File: config.mk
export PLATFORM = sky130hd
export DESIGN_NAME = rbs_ctrl
export DESIGN_NICKNAME = d
export VERILOG_FILES = /design/src/design/rbs_pkg.sv /design/src/design/rbs_ctrl.sv
export SDC_FILE = /design/constraint.sdc
export NUM_CORES = 1
export LEC_CHECK = 0
export ABC_CLOCK_PERIOD_IN_PS = 2700
export BUFFER_PORTS_ARGS = -buffer_cell sky130_fd_sc_hd__buf_2
export CORE_AREA = 3 3 40 42
export DETAILED_ROUTE_END_ITERATION = 7
export DIE_AREA = 0 0 43 45
export PLACE_DENSITY = 0.5
export SLEW_MARGIN = 20
export SYNTH_ARGS = -nofsm -noshare
export SYNTH_HDL_FRONTEND = slang
export SYNTH_SLANG_ARGS = --single-unit
File: constraint.sdc
create_clock -name clk -period 2.7 [get_ports clk]
set_input_delay 0.54 -clock clk [delete_from_list [all_inputs] [get_ports clk]]
set_output_delay 0.54 -clock clk [all_outputs]
set_load 0.05 [all_outputs]
File: src/design/rbs_pkg.sv
// Package for the record bubble sorter: transaction payload structs, command codes,
// controller state type and the controller-to-datapath command and status structs.
// Depends on nothing; every other design file imports it.
`default_nettype none

package rbs_pkg;

	// Width of the record length configuration register and its value after reset.
	localparam int CFG_W = 5;
	localparam logic [CFG_W-1:0] RECORD_LEN_RESET = 5'd4;

	// Item command codes.
	localparam logic CMD_LOAD = 1'b0;
	localparam logic CMD_READ = 1'b1;

	// One input transaction.
	typedef struct packed {
		logic       cmd;
		logic [7:0] data_byte;
		logic       last_byte;
	} in_item_t;

	// One result transaction.
	typedef struct packed {
		logic [7:0] out_byte;
		logic       out_last;
		logic       out_error;
	} out_item_t;

	// Controller states.
	typedef enum logic [2:0] {
		ST_IDLE,
		ST_PAIR,
		ST_CMP_RD,
		ST_CMP_EV,
		ST_SWP_RD,
		ST_SWP_WA,
		ST_SWP_WB
	} rbs_state_t;

	// Commands from the controller to the datapath.
	typedef struct packed {
		logic load_wr;      // store the item byte at the fill position
		logic rd_item;      // return the byte at the read position
		logic sort_init;    // first pass starts at record zero
		logic pass_restart; // another pass starts at record zero
		logic cmp_rd;       // read byte k of both records of the pair
		logic k_inc;        // next byte of the pair
		logic k_clr;        // back to byte zero of the pair
		logic pair_next;    // move to the next adjacent pair
		logic swap_wa;      // write the second record's byte into the first
		logic swap_wb;      // write the first record's byte into the second
		logic mark_swap;    // note that this pass swapped a pair
	} dp_cmd_t;

	// Status from the datapath to the controller.
	typedef struct packed {
		logic pair_ok;  // a whole second record follows the current one
		logic k_last;   // byte index is the last one of a record
		logic rec_gt;   // first byte read is greater, signed
		logic rec_lt;   // first byte read is smaller, signed
		logic swapped;  // the current pass has swapped at least once
	} dp_stat_t;

endpackage

`default_nettype wire

File: src/design/rbs_ctrl.sv
// Controller of the record bubble sorter: accepts transactions and steps the sort
// through pair compare and byte swap sequences. Depends on rbs_pkg.
`default_nettype none

module rbs_ctrl (
	input  logic             clk,
	input  logic             arst_n,
	input  logic             start,
	input  rbs_pkg::in_item_t item,
	input  rbs_pkg::dp_stat_t stat,
	output logic             busy,
	output rbs_pkg::dp_cmd_t  ctl
);
	import rbs_pkg::*;

	rbs_state_t state_q;
	rbs_state_t state_d;

	// State register.
	always_ff @(posedge clk or negedge arst_n) begin
		if (!arst_n) begin
			state_q <= ST_IDLE;
		end else begin
			state_q <= state_d;
		end
	end

	// Next state.
	always_comb begin
		state_d = state_q;
		case (state_q)
			ST_IDLE: begin
				if (start && item.cmd == CMD_LOAD && item.last_byte) begin
					state_d = ST_PAIR;
				end
			end
			ST_PAIR: begin
				if (stat.pair_ok) begin
					state_d = ST_CMP_RD;
				end else if (!stat.swapped) begin
					state_d = ST_IDLE;
				end
			end
			ST_CMP_RD: begin
				state_d = ST_CMP_EV;
			end
			ST_CMP_EV: begin
				if (stat.rec_gt) begin
					state_d = ST_SWP_RD;
				end else if (stat.rec_lt || stat.k_last) begin
					state_d = ST_PAIR;
				end else begin
					state_d = ST_CMP_RD;
				end
			end
			ST_SWP_RD: begin
				state_d = ST_SWP_WA;
			end
			ST_SWP_WA: begin
				state_d = ST_SWP_WB;
			end
			ST_SWP_WB: begin
				if (stat.k_last) begin
					state_d = ST_PAIR;
				end else begin
					state_d = ST_SWP_RD;
				end
			end
			default: begin
				state_d = ST_IDLE;
			end
		endcase
	end

	// Datapath commands.
	always_comb begin
		ctl = '0;
		case (state_q)
			ST_IDLE: begin
				if (start) begin
					if (item.cmd == CMD_LOAD) begin
						ctl.load_wr   = 1'b1;
						ctl.sort_init = item.last_byte;
					end else begin
						ctl.rd_item = 1'b1;
					end
				end
			end
			ST_PAIR: begin
				ctl.pass_restart = !stat.pair_ok && stat.swapped;
			end
			ST_CMP_RD: begin
				ctl.cmp_rd = 1'b1;
			end
			ST_CMP_EV: begin
				if (stat.rec_gt) begin
					ctl.k_clr = 1'b1;
				end else if (stat.rec_lt || stat.k_last) begin
					ctl.pair_next = 1'b1;
				end else begin
					ctl.k_inc = 1'b1;
				end
			end
			ST_SWP_RD: begin
				ctl.cmp_rd = 1'b1;
			end
			ST_SWP_WA: begin
				ctl.swap_wa = 1'b1;
			end
			ST_SWP_WB: begin
				ctl.swap_wb = 1'b1;
				if (stat.k_last) begin
					ctl.pair_next = 1'b1;
					ctl.mark_swap = 1'b1;
				end else begin
					ctl.k_inc = 1'b1;
				end
			end
			default: begin
				ctl = '0;
			end
		endcase
	end

	assign busy = (state_q != ST_IDLE);

	// The first swap write always follows the read of both bytes.
	a_swap_after_read: assert property (@(posedge clk) disable iff (!arst_n)
		state_q == ST_SWP_WA |-> $past(state_q) == ST_SWP_RD)
		else $error("swap write without preceding byte read");

	// A sort never ends in the middle of a pass that swapped.
	a_done_clean_pass: assert property (@(posedge clk) disable iff (!arst_n)
		state_q == ST_PAIR && state_d == ST_IDLE |-> !stat.swapped && !stat.pair_ok)
		else $error("sort finished while a pass still swapped");

endmodule

`default_nettype wire

Word-level counts from Yosys, hierarchy flattened
Index checks and enable logic that the tools add are counted.
{ "totals": {"ff_bits": 3, "inputBits": 18, "output_inout_bits": 12, "wordCells": 45} }
{ "classes": {"eq_ne": 8, "n_mux": 26, "bitwise_logic": 1, "reduce_logical": 9} }
{ "ops": {"columns": ["operator", "count"], "rows": [
  ["$mux W3", 7],
  ["$pmux W3 S7", 1],
  ["$mux W1", 14],
  ["$eq A3 B3 Y1 const B", 3],
  ["$eq A3 B2 Y1 const B", 2],
  ["$mux W2", 2],
  ["$pmux W1 S2", 2],
  ["$eq A3 B1 Y1 const B", 1],
  ["$logic_and A1 B1 Y1", 3],
  ["$logic_not A3 Y1", 1],
  ["$ne A3 B3 Y1 const B", 1],
  ["$reduce_bool A3 Y1", 1],
  ["$ne A2 B2 Y1 const B", 1],
  ["$reduce_and A2 Y1", 1],
  ["$reduce_or A2 Y1", 1],
  ["$logic_not A1 Y1", 1],
  ["$logic_or A1 B1 Y1", 1],
  ["$not A1 Y1", 1]
]} }

Depth between registers and ports, before layout
{ "logic_depth": {"ltp_word": 5, "depth_mapped": 4, "depth_no_buf": 3} }

Least setup slack after synthesis
OpenSTA, ideal clock, no wires.
{ "synth_path": {"path_type": "flip-flop to output port", "from": "register state_q[1]", "to": "output port ctl[8] in the netlist's numbering", "t_arrival_ns": 2.161, "setup_slack_ns": -0.001, "stages_incl_launch_ff": 4, "path_cell_list": "dfrtp_1 -> nor3_1 -> inv_1 -> nor3_1"} }
{ "synth_rtl": {"columns": ["item", "line", "rtl"], "rows": [
  ["start, declared", "rbs_ctrl.sv:16", "rbs_state_t state_q;"],
  ["start signal, assigned", "rbs_ctrl.sv:24", "state_q <= state_d;"],
  ["end, declared", "rbs_ctrl.sv:12", "output rbs_pkg::dp_cmd_t ctl"]
]} }

==> flow_metrics.py <==
metrics = {
    "status": {
        "status": "finished clean",
    },
    "worst_setup_path": {
        "r2r_cells": 3,
        "cp_max_fo": 14,
        "critPathCaptureType": "output pin",
        "arrival_ns": 1.72,
        "cp.required_ns": 2.16,
        "worst_setup_path_start_kind": "flip-flop",
        "crit_type": "reg2out",
    },
    "drt": {
        "drt-total-wl_um": 831,
        "via_count": 376,
        "ant_nets": 0,
        "routed_via_density": 4.759,
        "post_drt_wl_per_cell_um": 10.52,
        "drtIter0Drc": 4,
        "firstDrtPassIters": 4,
        "drc": 0,
    },
    "layout": {
        "fin_area_um2": 432.9,
        "fill_cells": 149,
        "regMostFlops": "state_q",
        "largest_reg_flops": 3,
        "fin_nets": 83,
        "diodes": 0,
        "top_regs": "state_q x3",
        "syn_to_final_growth_pct": 53.78,
        "final_cell_count_no_fill": 79,
        "drive_above_1_share_pct": 42.19,
    },
    "logic_synthesis": {
        "synth_edf_count": 0,
        "syn_inst": 40,
        "yosysWarnings": 0,
        "yosysTopAreaCell": "dfrtp_1",
        "synth_top_cells_by_count": "nor2_1 (5), nor3_1 (4), o21ai_0 (4), and3_1 (3), dfrtp_1 (3)",
        "syn_area_um2": 281.5,
        "synth_nets": 58,
        "yosysMostFrequentCell": "nor2_1",
        "netlist.area_leader.share_pct": 26.67,
        "ys_seq_elements": 3,
        "async_flop_share_pct": 100.0,
        "synth_area_leaders": "dfrtp_1 (27%), nor3_1 (7.1%), o21ai_0 (7.1%)",
        "synth.avg_cell_area_um2": 7.038,
        "synth_flop_cell": "dfrtp_1",
        "ys_types": 20,
        "yosysSeqAreaShare_pct": 26.67,
    },
    "floorplanning": {
        "core_um2": 1285,
        "initial_utilization_pct": 21.91,
        "row_count": 13,
        "die_h_um": 45,
        "ios": 30,
        "fp.dieArea_um2": 1935,
        "die_w_um": 43,
    },
    "timing": {
        "worstMarginPinSlew_ns": 0.3804,
        "rsz0062_at_grt": "no",
        "finalSetupViolCount": 0,
        "period_minus_slack_ns": 2.259,
        "drv_slew": 0,
        "setup_tns_ns": 0,
        "slew_headroom_pct": 74.64,
        "fin_crit_sh_pct": 83.66,
        "fin_skew_ns": 0.0004273,
        "fmax_mhz": 442.7,
        "holdWs_ns": 0.09620,
        "finalHoldViolations": 0,
        "fin_ws_ns": 0.4411,
    },
    "global_route": {
        "grt_pass1_vias": 365,
        "grtUsageTotal_pct": 10.08,
        "overflow": 0,
        "antenna_found_initial": 0,
        "grt_pass1_wl_um": 1504,
        "grt_max_degree": 15,
    },
    "clocking": {
        "clock-root-buffer": "clkbuf_4",
        "post_cts_resized": 0,
        "cts.path.max_buffers": 2,
        "numCtsBuffers": 3,
        "post_cts_buffers": 0,
        "clk_latency_ns": 0.23,
        "cts.sinks": 3,
        "cts_tree": "yes",
        "htree_levels": 1,
        "postCtsHoldBufs": 0,
        "clkSlewWorstSetupHoldPaths_ns": 0.04,
    },
    "placed_design": {
        "dpl_worst_slack_ns": 0.5801,
        "routabilityCongestion": 0.6656,
        "dp_cells": 75,
        "place_hpwl_um": 664.2,
        "port-buffer-count": 21,
        "placed_area_um2": 406.6,
    },
    "pwr": {
        "internal-power_uw": 231.8,
        "seqPwrFrac_pct": 21.6,
        "switching_share_pct": 58.87,
        "vdd_drop_max_mv": 0.4066,
        "combPwrFrac_pct": 64.7,
        "powerDensity_nw_per_um2": 1302,
        "switchingPower_uw": 331.7,
        "leakagePower_nw": 0.2386,
        "clkPwrFrac_pct": 13.7,
    },
    "job": {
        "maxCapViolations": 0,
    },
    "hold_path": {
        "hold_class": "in2async",
    },
}
cells by family (layout without fill, tap and decap cells):
| kind of cell | Yosys count | count (layout) | synth area share [%] |
|---|---|---|---|
| DFF | 3 | 3 | 26.67 |
| and+or+nand+nor | 22 | 22 | 43.11 |
| AOI/OAI and AO/OA | 10 | 10 | 21.78 |
| xor gates and xnor gates | 1 | 1 | 3.112 |
| buffers and inverters | 4 | 28 | 5.332 |
cells in the final DEF (no fill, tap or decap), types with 3 or more instances in the layout:
cell type | synthesis | routed
buf_2 | 0 | 21
nor2_1 | 5 | 5
o21ai_0 | 4 | 4
and3_1 | 3 | 3
nor3_1 | 4 | 3
clkbuf_4 | 0 | 3
dfrtp_1 | 3 | 3
critical path: stages, from the launching register on:
cell,delay (ns)
dfrtp_1,0.51
or4_1,0.56
a21oi_1,0.15
buf_2,0.27
per-layer routing:
| metal | routed length, µm | up-vias | track usage (%) |
|---|---|---|---|
| li1 | - | 191 | - |
| met3 | 82 | 0 | 4.382 |
| met1 | 363 | 167 | 12.32 |
| met2 | 386 | 18 | 15.87 |
| met4 | 0 | 0 | 3.614 |
| met5 | 0 | - | 0 |
power by group through the flow:
stage               Combinational [mW]  Sequential, mW  Clock (mW)
finish                           0.364           0.122      0.0773
CTS                              0.368           0.124      0.0813
global placement                 0.364           0.124           0
detailed placement               0.368           0.124           0
floorplan                        0.311          0.0952           0
global route                     0.398           0.131      0.0858
stage by stage:
stage / util (%) / power [mW]
2_1_floorplan: - / 0.4058
3_3_place_gp: 31.65 / 0.4875
3_5_place_dp: 31.65 / 0.4918
4_1_cts: 33.69 / 0.5731
5_1_grt: 33.69 / 0.6145
6_report: 33.69 / 0.5635
area by class of cell:
type                    count  area [µm²]  area share (%)
multi-input cells          33       196.4           45.38
well taps                  15       18.77           4.335
clock buffers               4       26.28           6.069
flip-flops and latches      3       75.07           17.34
inverters                   3       11.26           2.601
repair buffers             21       105.1           24.28
path summary, 6_finish.rpt:
check | start | end | slack (ns)
min | arst_n | state_q[2] | 0.1
max reg2reg | state_q[2] | state_q[0] | 1.25
min in group clk | stat[4] | state_q[1] | 0.58
max | state_q[2] | ctl[3] | 0.44
max in group asynchronous | arst_n | state_q[0] | 2.50
min reg2reg | state_q[1] | state_q[2] | 0.70
Power figures use the tool's default switching activity.
